## src/rtl/core/spd_pkg.sv

```systemverilog
package spd_pkg;

  // configuration port widths
  localparam int unsigned CFG_IDX_W = 8;
  localparam int unsigned CFG_DAT_W = 16;

  // register indexes
  typedef enum logic [CFG_IDX_W-1:0] {
    REG_GAIN_OFFSET     = 8'd0,
    REG_GAIN_SLOPE      = 8'd1,
    REG_DERIVATIVE_GAIN = 8'd2,
    REG_SERVO_MIDPOINT  = 8'd3
  } spd_reg_e;

  // register reset values
  localparam logic [CFG_DAT_W-1:0] GAIN_OFFSET_RST     = 16'd256;
  localparam logic [CFG_DAT_W-1:0] GAIN_SLOPE_RST      = 16'd0;
  localparam logic [CFG_DAT_W-1:0] DERIVATIVE_GAIN_RST = 16'd0;
  localparam logic [CFG_DAT_W-1:0] SERVO_MIDPOINT_RST  = 16'd1500;

  // current register contents
  typedef struct packed {
    logic [CFG_DAT_W-1:0] gain_offset;
    logic [CFG_DAT_W-1:0] gain_slope;
    logic [CFG_DAT_W-1:0] derivative_gain;
    logic [CFG_DAT_W-1:0] servo_midpoint;
  } spd_cfg_t;

  // one operation for the shared multiply-accumulate unit
  typedef struct packed {
    logic                 valid;
    logic                 accum;   // add to running sum rather than to addend
    logic [CFG_DAT_W-1:0] addend;
  } spd_mac_ctl_t;

endpackage

```

## src/rtl/core/spd_if.sv

```systemverilog
// column request channel
interface spd_col_if;
  logic       valid;
  logic       ready;
  logic [8:0] center_column;

  modport source (output valid, output center_column, input ready);
  modport sink   (input valid, input center_column, output ready);
endinterface

// drive result channel
interface spd_drive_if;
  logic               valid;
  logic               ready;
  logic [15:0]        servo_drive;
  logic [23:0]        turn_gain;
  logic signed [8:0]  limited_error;

  modport source (output valid, output servo_drive, output turn_gain,
                  output limited_error, input ready);
  modport sink   (input valid, input servo_drive, input turn_gain,
                  input limited_error, output ready);
endinterface

// configuration write channel
interface spd_cfg_if;
  import spd_pkg::*;
  logic                 valid;
  logic                 ready;
  logic [CFG_IDX_W-1:0] index;
  logic [CFG_DAT_W-1:0] data;

  modport source (output valid, output index, output data, input ready);
  modport sink   (input valid, input index, input data, output ready);
endinterface

```

## src/rtl/core/spd_cfg_regs.sv

```systemverilog
module spd_cfg_regs (
  input  logic              clk_i,
  input  logic              rst_ni,
  spd_cfg_if.sink           cfg_i,
  output spd_pkg::spd_cfg_t cfg_o
);
  import spd_pkg::*;

  spd_cfg_t regs_q, regs_d;

  // writes are always taken
  assign cfg_i.ready = 1'b1;

  // register decoder, unknown indexes dropped
  always_comb begin
    regs_d = regs_q;
    if (cfg_i.valid) begin
      unique case (spd_reg_e'(cfg_i.index))
        REG_GAIN_OFFSET:     regs_d.gain_offset     = cfg_i.data;
        REG_GAIN_SLOPE:      regs_d.gain_slope      = cfg_i.data;
        REG_DERIVATIVE_GAIN: regs_d.derivative_gain = cfg_i.data;
        REG_SERVO_MIDPOINT:  regs_d.servo_midpoint  = cfg_i.data;
        default:             regs_d = regs_q;
      endcase
    end
  end

  always_ff @(posedge clk_i or negedge rst_ni) begin
    if (!rst_ni) begin
      regs_q.gain_offset     <= GAIN_OFFSET_RST;
      regs_q.gain_slope      <= GAIN_SLOPE_RST;
      regs_q.derivative_gain <= DERIVATIVE_GAIN_RST;
      regs_q.servo_midpoint  <= SERVO_MIDPOINT_RST;
    end else begin
      regs_q <= regs_d;
    end
  end

  assign cfg_o = regs_q;

endmodule

```

## src/rtl/core/spd_mac.sv

```systemverilog
module spd_mac #(
  parameter int unsigned AW = 11,
  parameter int unsigned BW = 25,
  parameter int unsigned SW = 37
) (
  input  logic                  clk_i,
  input  logic                  rst_ni,
  input  spd_pkg::spd_mac_ctl_t ctl_i,
  input  logic signed [AW-1:0]  a_i,
  input  logic [BW-1:0]         b_i,
  output logic signed [SW-1:0]  acc_o
);
  import spd_pkg::*;

  localparam int unsigned PW = AW + BW;

  spd_mac_ctl_t         ctl_q;
  logic signed [BW:0]   b_s;
  logic signed [PW-1:0] prod_d, prod_q;
  logic signed [SW-1:0] base;
  logic signed [SW-1:0] acc_d, acc_q;

  // stage one: signed times unsigned product
  assign b_s    = $signed({1'b0, b_i});
  assign prod_d = PW'(a_i * b_s);

  always_ff @(posedge clk_i or negedge rst_ni) begin
    if (!rst_ni) begin
      ctl_q <= '0;
    end else begin
      ctl_q <= ctl_i;
    end
  end

  always_ff @(posedge clk_i) begin
    prod_q <= prod_d;
  end

  // stage two: add to addend or to running sum
  assign base  = ctl_q.accum ? acc_q : $signed(SW'(ctl_q.addend));
  assign acc_d = base + SW'(prod_q);

  always_ff @(posedge clk_i) begin
    if (ctl_q.valid) begin
      acc_q <= acc_d;
    end
  end

  assign acc_o = acc_q;

endmodule

```

## src/rtl/core/steering_pd_slew_limited.sv

```systemverilog
// channel   role    payload                                       handshake
// col_i     sink    center_column                                 valid/ready
// drive_o   source  servo_drive, turn_gain, limited_error         valid/ready
// cfg_i     sink    index, data                                   valid/ready
//
// a request is taken in the idle state; then the error is clipped, three
// products go through the single two-stage multiply-accumulate unit (gain,
// with a wait for it, then proportional and derivative), the sum is rounded,
// and the midpoint is added as the result is loaded before returning to idle
// the column input is ready only while idle; a result waiting in the output
// register does not hold off the next request, only a second finished one
// reset (async, active low) clears the sequencer, the stored previous error
// and the registers to their default values
module steering_pd_slew_limited #(
  parameter int unsigned IMAGE_WIDTH    = 320,
  parameter int unsigned GAIN_FRAC_BITS = 8
) (
  input  logic       clk_i,
  input  logic       rst_ni,
  spd_col_if.sink    col_i,
  spd_drive_if.source drive_o,
  spd_cfg_if.sink    cfg_i
);
  import spd_pkg::*;

  // derived constants and widths
  localparam int unsigned HALF_WIDTH = IMAGE_WIDTH / 2;
  localparam int unsigned SLEW_STEP  = IMAGE_WIDTH / 10;
  localparam int unsigned COL_MAX    = IMAGE_WIDTH - 1;
  localparam int unsigned COL_W      = $clog2(IMAGE_WIDTH);
  localparam int unsigned ERR_W      = COL_W + 1;
  localparam int unsigned DW         = ERR_W + 1;
  localparam int unsigned MW         = COL_W;
  localparam int unsigned GW         = MW + 17;
  localparam int unsigned SW         = DW + GW + 1;
  localparam int unsigned LW         = (COL_W > 9) ? COL_W : 9;

  localparam logic signed [ERR_W-1:0] HALF_S   = ERR_W'(HALF_WIDTH);
  localparam logic signed [DW-1:0]    SLEW_S   = DW'(SLEW_STEP);
  localparam logic signed [DW-1:0]    SLEW_NEG = -SLEW_S;
  localparam logic signed [SW-1:0]    RND_BIAS =
    SW'((64'd1 << GAIN_FRAC_BITS) - 64'd1);

  typedef enum logic [8:0] {
    S_IDLE  = 9'b000000001,
    S_LIMIT = 9'b000000010,
    S_MUL_G = 9'b000000100,
    S_WAIT_G = 9'b000001000,
    S_MUL_P = 9'b000010000,
    S_MUL_D = 9'b000100000,
    S_SUM   = 9'b001000000,
    S_ROUND = 9'b010000000,
    S_DRIVE = 9'b100000000
  } state_e;

  state_e state_q, state_d;

  spd_cfg_t cfg;

  logic [LW-1:0]           col_l;
  logic [COL_W-1:0]        col_sat;
  logic [COL_W-1:0]        col_q;
  logic signed [ERR_W-1:0] prev_q;
  logic signed [ERR_W-1:0] err_raw, err_lim, err_q;
  logic signed [DW-1:0]    prev_ext, delta_raw, lim_sum, delta_lim, delta_q;
  logic [MW-1:0]           mag, mag_q;
  logic [GW-1:0]           gain_q;
  logic [15:0]             corr_q;

  spd_mac_ctl_t            mac_ctl;
  logic signed [DW-1:0]    mac_a;
  logic [GW-1:0]           mac_b;
  logic signed [SW-1:0]    mac_acc;
  logic signed [SW-1:0]    round_add, biased, shifted;

  logic                    out_valid_q;
  logic [15:0]             out_drive_q;
  logic [23:0]             out_gain_q;
  logic signed [8:0]       out_err_q;
  logic                    load_out;

  spd_cfg_regs u_cfg (
    .clk_i  (clk_i),
    .rst_ni (rst_ni),
    .cfg_i  (cfg_i),
    .cfg_o  (cfg)
  );

  spd_mac #(
    .AW (DW),
    .BW (GW),
    .SW (SW)
  ) u_mac (
    .clk_i  (clk_i),
    .rst_ni (rst_ni),
    .ctl_i  (mac_ctl),
    .a_i    (mac_a),
    .b_i    (mac_b),
    .acc_o  (mac_acc)
  );

  // column saturated to the image
  assign col_l   = LW'(col_i.center_column);
  assign col_sat = (col_l > LW'(COL_MAX)) ? COL_W'(COL_MAX) : COL_W'(col_l);

  // error and slew clip against previous error
  always_comb begin
    err_raw   = $signed({1'b0, col_q}) - HALF_S;
    prev_ext  = DW'(prev_q);
    delta_raw = DW'(err_raw) - prev_ext;
    lim_sum   = DW'(err_raw);
    if (delta_raw > SLEW_S) begin
      lim_sum = prev_ext + SLEW_S;
    end else if (delta_raw < SLEW_NEG) begin
      lim_sum = prev_ext - SLEW_S;
    end
    err_lim   = ERR_W'(lim_sum);
    delta_lim = lim_sum - prev_ext;
    mag       = err_lim[ERR_W-1] ? MW'(-err_lim) : MW'(err_lim);
  end

  // operand selection for the shared unit
  always_comb begin
    mac_ctl = '0;
    mac_a   = '0;
    mac_b   = '0;
    unique case (state_q)
      S_MUL_G: begin
        mac_ctl.valid  = 1'b1;
        mac_ctl.addend = cfg.gain_offset;
        mac_a          = DW'({1'b0, mag_q});
        mac_b          = GW'(cfg.gain_slope);
      end
      S_MUL_P: begin
        mac_ctl.valid = 1'b1;
        mac_a         = DW'(err_q);
        mac_b         = mac_acc[GW-1:0];
      end
      S_MUL_D: begin
        mac_ctl.valid = 1'b1;
        mac_ctl.accum = 1'b1;
        mac_a         = delta_q;
        mac_b         = GW'(cfg.derivative_gain);
      end
      default: begin
        mac_ctl = '0;
      end
    endcase
  end

  // divide by the fraction, truncating toward zero
  assign round_add = mac_acc[SW-1] ? RND_BIAS : '0;
  assign biased    = mac_acc + round_add;
  assign shifted   = biased >>> GAIN_FRAC_BITS;

  assign load_out = (state_q == S_DRIVE) && (!out_valid_q || drive_o.ready);

  // sequencer
  always_comb begin
    state_d = state_q;
    unique case (state_q)
      S_IDLE:   if (col_i.valid) state_d = S_LIMIT;
      S_LIMIT:  state_d = S_MUL_G;
      S_MUL_G:  state_d = S_WAIT_G;
      S_WAIT_G: state_d = S_MUL_P;
      S_MUL_P:  state_d = S_MUL_D;
      S_MUL_D:  state_d = S_SUM;
      S_SUM:    state_d = S_ROUND;
      S_ROUND:  state_d = S_DRIVE;
      S_DRIVE:  if (load_out) state_d = S_IDLE;
      default:  state_d = S_IDLE;
    endcase
  end

  always_ff @(posedge clk_i or negedge rst_ni) begin
    if (!rst_ni) begin
      state_q <= S_IDLE;
      prev_q  <= '0;
    end else begin
      state_q <= state_d;
      if (state_q == S_LIMIT) begin
        prev_q <= err_lim;
      end
    end
  end

  // working registers
  always_ff @(posedge clk_i) begin
    if (state_q == S_IDLE && col_i.valid) begin
      col_q <= col_sat;
    end
    if (state_q == S_LIMIT) begin
      err_q   <= err_lim;
      delta_q <= delta_lim;
      mag_q   <= mag;
    end
    if (state_q == S_MUL_P) begin
      gain_q <= mac_acc[GW-1:0];
    end
    if (state_q == S_ROUND) begin
      corr_q <= shifted[15:0];
    end
  end

  assign col_i.ready = (state_q == S_IDLE);

  // output register
  always_ff @(posedge clk_i or negedge rst_ni) begin
    if (!rst_ni) begin
      out_valid_q <= 1'b0;
    end else if (load_out) begin
      out_valid_q <= 1'b1;
    end else if (drive_o.ready) begin
      out_valid_q <= 1'b0;
    end
  end

  always_ff @(posedge clk_i) begin
    if (load_out) begin
      out_drive_q <= cfg.servo_midpoint + corr_q;
      out_gain_q  <= 24'(gain_q);
      out_err_q   <= 9'(err_q);
    end
  end

  assign drive_o.valid         = out_valid_q;
  assign drive_o.servo_drive   = out_drive_q;
  assign drive_o.turn_gain     = out_gain_q;
  assign drive_o.limited_error = out_err_q;

`ifndef SYNTHESIS
  // an accepted request starts the error clip next cycle
  assert property (@(posedge clk_i) disable iff (!rst_ni)
    (col_i.valid && col_i.ready) |=> (state_q == S_LIMIT))
    else $error("request accepted without starting the sequence");

  // the stored error change never exceeds the slew step
  assert property (@(posedge clk_i) disable iff (!rst_ni)
    (state_q == S_MUL_D) |-> (delta_q <= SLEW_S && delta_q >= SLEW_NEG))
    else $error("error change beyond slew step");

  // a new result appears only from the final sequencer step
  assert property (@(posedge clk_i) disable iff (!rst_ni)
    $rose(out_valid_q) |-> ($past(state_q) == S_DRIVE))
    else $error("result raised outside the drive step");

  // the shared unit is idle by the time the sum is rounded
  assert property (@(posedge clk_i) disable iff (!rst_ni)
    (state_q == S_ROUND) |-> ($past(state_q) == S_SUM && !mac_ctl.valid))
    else $error("rounding while the multiply-accumulate is busy");
`endif

endmodule
```

## src/flat_wrapper.sv

```systemverilog
// flat-port wrapper written by rule: the top's interface ports become plain ports
module steering_pd_slew_limited_flat import spd_pkg::*;
#(
  parameter int unsigned IMAGE_WIDTH    = 320,
  parameter int unsigned GAIN_FRAC_BITS = 8
)
  (clk_i, rst_ni, col_i_valid, col_i_center_column, col_i_ready, drive_o_valid, drive_o_servo_drive, drive_o_turn_gain, drive_o_limited_error, drive_o_ready, cfg_i_valid, cfg_i_index, cfg_i_data, cfg_i_ready);
  spd_col_if col_i_i ();
  spd_drive_if drive_o_i ();
  spd_cfg_if cfg_i_i ();
  input  logic clk_i;
  input  logic rst_ni;
  input wire logic [$bits(col_i_i.valid)-1:0] col_i_valid;
  input wire logic [$bits(col_i_i.center_column)-1:0] col_i_center_column;
  output wire logic [$bits(col_i_i.ready)-1:0] col_i_ready;
  output wire logic [$bits(drive_o_i.valid)-1:0] drive_o_valid;
  output wire logic [$bits(drive_o_i.servo_drive)-1:0] drive_o_servo_drive;
  output wire logic [$bits(drive_o_i.turn_gain)-1:0] drive_o_turn_gain;
  output wire logic [$bits(drive_o_i.limited_error)-1:0] drive_o_limited_error;
  input wire logic [$bits(drive_o_i.ready)-1:0] drive_o_ready;
  input wire logic [$bits(cfg_i_i.valid)-1:0] cfg_i_valid;
  input wire logic [$bits(cfg_i_i.index)-1:0] cfg_i_index;
  input wire logic [$bits(cfg_i_i.data)-1:0] cfg_i_data;
  output wire logic [$bits(cfg_i_i.ready)-1:0] cfg_i_ready;
  assign col_i_i.valid = col_i_valid;
  assign col_i_i.center_column = col_i_center_column;
  assign col_i_ready = col_i_i.ready;
  assign drive_o_valid = drive_o_i.valid;
  assign drive_o_servo_drive = drive_o_i.servo_drive;
  assign drive_o_turn_gain = drive_o_i.turn_gain;
  assign drive_o_limited_error = drive_o_i.limited_error;
  assign drive_o_i.ready = drive_o_ready;
  assign cfg_i_i.valid = cfg_i_valid;
  assign cfg_i_i.index = cfg_i_index;
  assign cfg_i_i.data = cfg_i_data;
  assign cfg_i_ready = cfg_i_i.ready;
  steering_pd_slew_limited #(.IMAGE_WIDTH(IMAGE_WIDTH), .GAIN_FRAC_BITS(GAIN_FRAC_BITS)) u_core (.clk_i(clk_i), .rst_ni(rst_ni), .col_i(col_i_i), .drive_o(drive_o_i), .cfg_i(cfg_i_i));
endmodule
```

## config.mk

```make
export PLATFORM = sky130hd
export DESIGN_NAME = steering_pd_slew_limited_flat
export DESIGN_NICKNAME = d
export VERILOG_FILES = /design/src/rtl/core/spd_pkg.sv /design/src/rtl/core/spd_if.sv /design/src/rtl/core/spd_cfg_regs.sv /design/src/rtl/core/spd_mac.sv /design/src/rtl/core/steering_pd_slew_limited.sv /design/src/flat_wrapper.sv
export SDC_FILE = /design/constraint.sdc
export NUM_CORES = 1
export LEC_CHECK = 0
export BUFFER_PORTS_ARGS = -buffer_cell sky130_fd_sc_hd__buf_4
export CAP_MARGIN = 40
export CORE_MARGIN = 2
export CORE_UTILIZATION = 55
export CTS_BUF_LIST = sky130_fd_sc_hd__clkbuf_16
export DETAILED_ROUTE_END_ITERATION = 7
export PLACE_DENSITY = 0.7
export REMOVE_ABC_BUFFERS = 1
export SYNTH_ARGS = -nofsm -noshare
export SYNTH_HDL_FRONTEND = slang
export SYNTH_HIERARCHICAL = 1
export SYNTH_SLANG_ARGS = --single-unit
```

## constraint.sdc

```tcl
create_clock -name clk_i -period 10.5 [get_ports clk_i]
set_input_delay 1.575 -clock clk_i [delete_from_list [all_inputs] [get_ports clk_i]]
set_output_delay 1.575 -clock clk_i [all_outputs]
set_load 0.005 [all_outputs]
```

==> results.json, run 1 <==
{
  "yosysUniqueCellTypes": 89,
  "gp_congestion": 0.918,
  "grt-ovfl-total": 0,
  "async_flop_share_pct": 33.6,
  "htree_levels": 2,
  "grt_use_total_pct": 24.6,
  "drive_gt1_share_pct": 11.9,
  "via_count": 16800,
  "synth_edf_count": 165,
  "synthCells": 2329,
  "cts_root_buffer": "clkbuf_16",
  "io_pins": 90,
  "grt_pass1_vias": 17400,
  "hp-class": "flop to flop",
  "tns_ps": 0,
  "critPathLaunchType": "flop",
  "dr.pass1.iters": 6,
  "clock.fmax_mhz": 119,
  "ant_nets": 0,
  "yosysSeqAreaShare_pct": 34.0,
  "worst-r2r-cell-count": 25,
  "final_nets": 2820,
  "avgSynthCellArea_um2": 10.4,
  "grt_pass1_wl_um": 90900,
  "setup_viol": 0,
  "ir_worst_vdd_uv": 208,
  "worst_setup_hold_path_clk_slew_ps": 60,
  "fin_skew_ps": 22.0,
  "cts.sinks": 304,
  "ys_ff_latch": 304,
  "drv_cap": 0,
  "grt_antenna_before_repair": 0,
  "antenna_cells": 0,
  "clk_latency_ps": 550,
  "die_y_um": 214,
  "seqCellArea_mm2": 0.00826,
  "dpl.hpwl_um": 42600,
  "cts_buffers": 35,
  "vias_per_cell": 5.62,
  "area_delta_synth_final_pct": 10.4,
  "yosys_warnings": 6,
  "placement.io_buffers": 88,
  "fp-row-count": 76,
  "die_w_um": 214,
  "finalPower_mw": 3.85,
  "grt_max_degree": 68,
  "multi_input_area_mm2": 0.0143,
  "cts_tree": "built",
  "hold_depth": 0,
  "relSlewSlack_pct": 42.7,
  "cts_resized": 0,
  "wire_per_inst_um": 18.5,
  "worst_pin_slew_ps": 859,
  "crit_fanout": 26,
  "cts_setup_buffers": 0,
  "drc": 0,
  "clockBufferDepth": 3,
  "cp_data_arrival_time_ps": 8890,
  "cp-end-kind": "flop",
  "rsz0062_at_grt": "no",
  "cp.required_ps": 10960,
  "start_util_pct": 56.0,
  "drt_wl_total_um": 55500,
  "min_period_over_period_pct": 80.3,
  "worstSetupPathType": "flop to flop",
  "status": "complete, no violations",
  "synth_area_mm2": 0.0243,
  "period_needed_ps": 8430,
  "die_area_mm2": 0.0458,
  "power_leakage_nw": 12.6,
  "first_iter_violations": 1094,
  "slew_violations": 0,
  "cellPowerDensity_mw_per_mm2": 144,
  "fillers": 3525,
  "cts_hold_repair.buffers": 0,
  "core-area_mm2": 0.0434,
  "synth-main-ff-cell": "edfxtp_1",
  "hold_violations": 0,
  "hold_slack_ps": 419
}
-- metrics by stage --
step                cells  worst slack (ps)  util (%)  area, um^2
floorplan            2235              1750         -       23900
global placement     2918              2270      58.5       25400
detailed placement   2929              2200      59.1       25600
CTS                  2992              2200      61.8       26800
global route         2993              1550      61.8       26800
finish               2993              2070      61.8       26800
-- state kept, by name, indices dropped and copies added, names as in the netlist --
name,cells
u_core/col_q,9
u_core/corr_q,16
u_core/delta_q,11
u_core/drive_o.limited_error,9
u_core/drive_o.servo_drive,16
u_core/drive_o.turn_gain,24
u_core/drive_o.valid,1
u_core/err_q,10
u_core/gain_q,24
u_core/mag_q,8
u_core/prev_q,10
u_core/state_q,9
u_core/u_cfg/cfg_o,64
u_core/u_mac/acc_o,38
u_core/u_mac/ctl_q,18
u_core/u_mac/prod_q,37
-- cell usage after synthesis, types with 4 or more instances --
master | count | area (um^2)
a21o_1 | 43 | 323
a311oi_1 | 4 | 35.0
nand4_1 | 11 | 68.8
fa_1 | 220 | 4400
a222oi_1 | 24 | 240
o21a_1 | 11 | 82.6
xor2_1 | 30 | 263
nor3_1 | 16 | 80.1
clkbuf_1 | 83 | 312
xnor2_1 | 86 | 753
a211oi_1 | 4 | 30.0
and2_1 | 173 | 1080
mux2_2 | 84 | 946
a31oi_1 | 12 | 75.1
a221o_1 | 5 | 50.1
dfrtp_1 | 93 | 2330
dfxtp_1 | 37 | 741
o211ai_1 | 5 | 37.5
nand2b_1 | 24 | 150
dfstp_2 | 9 | 236
edfxtp_1 | 165 | 4950
nand2_1 | 221 | 830
mux2i_1 | 6 | 60.1
nor2b_1 | 22 | 138
ha_1 | 180 | 2250
a21oi_1 | 94 | 470
nor3b_1 | 7 | 52.6
a21oi_2 | 5 | 43.8
inv_1 | 342 | 1280
and3_1 | 6 | 37.5
buf_6 | 6 | 67.6
nand3_1 | 29 | 145
o21bai_1 | 14 | 105
a21boi_0 | 6 | 45.0
nor2_1 | 97 | 364
o21ai_1 | 17 | 85.1
nor4_1 | 4 | 25.0
o21ai_0 | 50 | 250
-- layout by cell type, fill, tap and decap left out, types with 6 or more instances in the layout --
cell / n
o21bai_1: 14
a21o_1: 43
xor2_1: 30
a222oi_1: 24
mux2i_1: 6
edfxtp_1: 165
dfstp_2: 9
buf_16: 10
nor2b_1: 21
mux2_2: 84
dfrtp_1: 93
nand2_1: 221
clkbuf_16: 35
fa_1: 220
a21boi_0: 6
inv_1: 349
nand2b_1: 24
nand4_1: 11
o21ai_0: 50
nor2_1: 97
and2_1: 173
o21a_1: 11
a31oi_1: 12
and3_1: 6
nor3_1: 16
a21oi_1: 94
dfxtp_1: 37
ha_1: 180
o21ai_1: 17
nand3_1: 29
buf_4: 98
xnor2_1: 86
-- final cells by class --
type                    count  share of cell area [%]
clock buffers              35                    3.27
inverters                 342                    4.79
clock inverters            28                   0.962
flip-flops and latches    304                    30.8
multi-input cells        1589                    53.5
repair buffers            110                    3.87
well taps                 585                    2.73
-- power breakdown --
| part | switching (mW) | internal, mW | leakage (nW) | total (mW) |
|---|---|---|---|---|
| combinational | 0.661 | 0.477 | 8.81 | 1.14 |
| clock | 0.502 | 0.711 | 0.572 | 1.21 |
| sequential | 0.0755 | 1.43 | 3.20 | 1.50 |
-- worst max-delay path, cell delays in order (launching register included) --
cell	delay, ps
dfrtp_1	420
nor4_1	340
nor2b_1	290
nand2_1	180
nor3b_2	710
a222oi_1	260
inv_1	670
nand2_1	160
fa_1	500
fa_1	550
inv_1	60
fa_1	500
fa_1	550
inv_1	50
fa_1	530
inv_1	40
ha_1	370
a21o_1	210
a21o_1	210
a211oi_2	220
a31oi_1	240
a221o_1	440
o41a_1	370
a21o_1	200
a21oi_2	140
xnor2_1	130
-- path summary, 6_finish.rpt --
check	endpoint	slack, ps	start
worst min-delay path	u_core/drive_o.turn_gain[15]	420	u_core/gain_q[15]
worst max register to register	u_core/u_mac/prod_q[29]	2070	u_core/state_q[2]
worst min register to register	u_core/drive_o.turn_gain[15]	420	u_core/gain_q[15]
min in group asynchronous	u_core/prev_q[6]	990	rst_ni
max in group asynchronous	u_core/u_cfg/cfg_o[10]	8580	rst_ni
worst max-delay path	u_core/u_mac/prod_q[29]	2070	u_core/state_q[2]
-- routing by layer --
layer,part of all wire [%],vias up,GRT usage [%]
met1,44,8338,33.6
met5,0,-,0
li1,-,7824,-
met4,2.9,0,8.33
met2,47,562,40.7
met3,6.0,104,3.40
-- cells by family (layout without fill, tap and decap cells) --
kind of cell	after synthesis	count (layout)	synth area share, %
compound gates	342	342	9.62
xor+xnor	116	116	4.19
fa+ha+maj	400	400	27.4
buf+inv	436	515	6.97
flops	304	304	34.0
mux	94	94	4.45
other cells	1	1	0.0154
simple gates	636	636	13.3
(Power assumes the default switching activity.)
==> run 2: changes to the inputs <==
--- a/config.mk
+++ b/config.mk
@@ -11,7 +11,7 @@
 export CORE_UTILIZATION = 55
 export CTS_BUF_LIST = sky130_fd_sc_hd__clkbuf_16
 export DETAILED_ROUTE_END_ITERATION = 7
-export PLACE_DENSITY = 0.7
+export PLACE_DENSITY = 0.73
 export REMOVE_ABC_BUFFERS = 1
 export SYNTH_ARGS = -nofsm -noshare
 export SYNTH_HDL_FRONTEND = slang
==> constraint.sdc (replaced) <==
create_clock -name clk_i -period 7.7 [get_ports clk_i]
set_input_delay 1.155 -clock clk_i [delete_from_list [all_inputs] [get_ports clk_i]]
set_output_delay 1.155 -clock clk_i [all_outputs]
set_load 0.005 [all_outputs]
==> run 2 against run 1 <==
Wire length down 2.8%. Highest routed layer unchanged. Largest power group unchanged. Sequential share of layout area about the same. Critical path type unchanged. Setup slack lost 1700 ps. Critical endpoint unchanged. Clock power rose by 25%.
==> results.json, run 2 (same netlist as run 1, synthesis figures left out) <==
{
  "fin_skew_ps": 10.1,
  "status": "complete, no violations",
  "rrSetupSlack_ps": 340,
  "worst_setup_hold_path_clk_slew_ps": 70,
  "min_period_over_period_pct": 95.6,
  "place_area_mm2": 0.0256,
  "cts_tree": "built",
  "netSwitchingFraction_pct": 32.7,
  "r2r_start": "u_core/state_q[3]",
  "path_common_cell": "fa_1",
  "cts_buffers": 34,
  "clk_latency_ps": 530,
  "cellPowerDensity_mw_per_mm2": 193,
  "dpl.hpwl_um": 42300,
  "placement.io_buffers": 88,
  "first_iter_violations": 1420,
  "hold_path_end": "u_core/drive_o.turn_gain[22]",
  "cp.required_ps": 8140,
  "ant_nets": 0,
  "seqCellArea_mm2": 0.00826,
  "p_sw_mw": 1.69,
  "via_count": 16800,
  "power_frac_comb_pct": 31.1,
  "die_w_um": 214,
  "drv_cap": 0,
  "crit_buf_inv": 5,
  "p_int_mw": 3.48,
  "rsz0062_at_grt": "no",
  "r2r-end": "u_core/u_mac/prod_q[29]",
  "cp_data_arrival_time_ps": 7800,
  "cts_hold_repair.buffers": 0,
  "most-common-layout-cells": "331 x inv_1, 220 x nand2_1, 220 x fa_1, 180 x ha_1, 173 x and2_1",
  "io_pins": 90,
  "setup_viol": 0,
  "core-area_mm2": 0.0434,
  "drive_gt1_share_pct": 13.7,
  "gp_congestion": 0.918,
  "hp-start": "u_core/gain_q[22]",
  "drt_wl_total_um": 53900,
  "cts_root_buffer": "clkbuf_16",
  "final_nets": 2837,
  "worst_pin_slew_ps": 860,
  "ir_worst_vdd_uv": 338,
  "grt_pass1_vias": 17600,
  "critPathLaunchType": "flop",
  "grt_use_total_pct": 23.9,
  "worstSetupPathType": "flop to flop",
  "slew_violations": 0,
  "grt-ovfl-total": 0,
  "place_inst": 2945,
  "grt_antenna_before_repair": 0,
  "cpMaxStageDelayCell": "fa_1",
  "dr.pass1.iters": 7,
  "fin_cells": 3009,
  "start_util_pct": 56.0,
  "grt_pass1_wl_um": 89300,
  "fillers": 3490,
  "crit_fanout": 11,
  "area_delta_synth_final_pct": 10.4,
  "relSlewSlack_pct": 42.4,
  "worst-r2r-cell-count": 26,
  "final_common_cell": "inv_1",
  "fp-row-count": 76,
  "die_area_mm2": 0.0458,
  "antenna_cells": 0,
  "clockBufferDepth": 3,
  "grt_max_degree": 46,
  "drc": 0,
  "slowest_delay_ps": 540,
  "clkPwrFrac_pct": 29.2,
  "seqPwrFrac_pct": 39.7,
  "wire_per_inst_um": 17.9,
  "htree_levels": 2,
  "hold_violations": 0,
  "vias_per_cell": 5.58,
  "largest_reg_flops": 64,
  "cts.sinks": 304,
  "hold_depth": 0,
  "period_needed_ps": 7360,
  "power_leakage_nw": 12.6,
  "die_y_um": 214,
  "clock.fmax_mhz": 136,
  "cp-end-kind": "flop",
  "hp-class": "flop to flop",
  "cp_top_family": "adder cells",
  "design_area_mm2": 0.0268,
  "multi_input_area_mm2": 0.0144
}
## run 2: per-stage QoR
stage / util [%] / hold WS [ps] / TNS, ps / power (mW) / setup WS [ps]
floorplan: - / 400 / -12890 / 3.20 / -1050
finish: 61.8 / 419 / 0 / 5.17 / 339
detailed placement: 59.1 / 405 / 0 / 3.63 / 63.6
global placement: 58.9 / 404 / 0 / 3.54 / 257
global route: 61.8 / 427 / 0 / 5.45 / 4.55
CTS: 61.5 / 421 / 0 / 5.16 / 33.2
## run 2: layout make-up
type | count | area share [%]
inverter | 342 | 4.81
clock inverter | 25 | 0.528
sequential | 304 | 30.8
tap | 585 | 2.73
clock buffer | 36 | 3.36
timing repair buffer | 128 | 3.93
multi-input combinational | 1589 | 53.8
## run 2: worst max path at each step
stage                     cells past startpoint              start                       to
after detailed placement                     26  u_core/state_q[3]  u_core/u_mac/prod_q[30]
after floorplan                              25  u_core/state_q[3]  u_core/u_mac/prod_q[29]
after CTS                                    26  u_core/state_q[3]  u_core/u_mac/prod_q[30]
final                                        26  u_core/state_q[3]  u_core/u_mac/prod_q[29]
after global routing                         26  u_core/state_q[7]  u_core/u_mac/prod_q[29]
after global placement                       25  u_core/state_q[2]  u_core/u_mac/prod_q[29]
## run 2: power by group through the flow
stage	logic [mW]	registers [mW]	clock network [mW]
3_5_place_dp	1.56	2.08	0
2_1_floorplan	1.16	2.05	0
5_1_grt	1.78	2.07	1.61
6_report	1.60	2.05	1.51
3_3_place_gp	1.47	2.08	0
4_1_cts	1.57	2.05	1.54
## run 2: metal layers
metal  track usage (%)  wire length [um]  part of all wire, %
met5                 0                 0                    0
met4              7.38              1480                  2.7
met3              3.46              3090                  5.7
met2              39.7             25600                   47
met1              32.8             23800                   44
## run 2: what timing repair did
item / in CTS / in global routing
buffers inserted: 0 / 3
resized for setup: 0 / 44
hold endpoints to repair: 0 / 0
endpoints found under the setup margin: 0 / 11
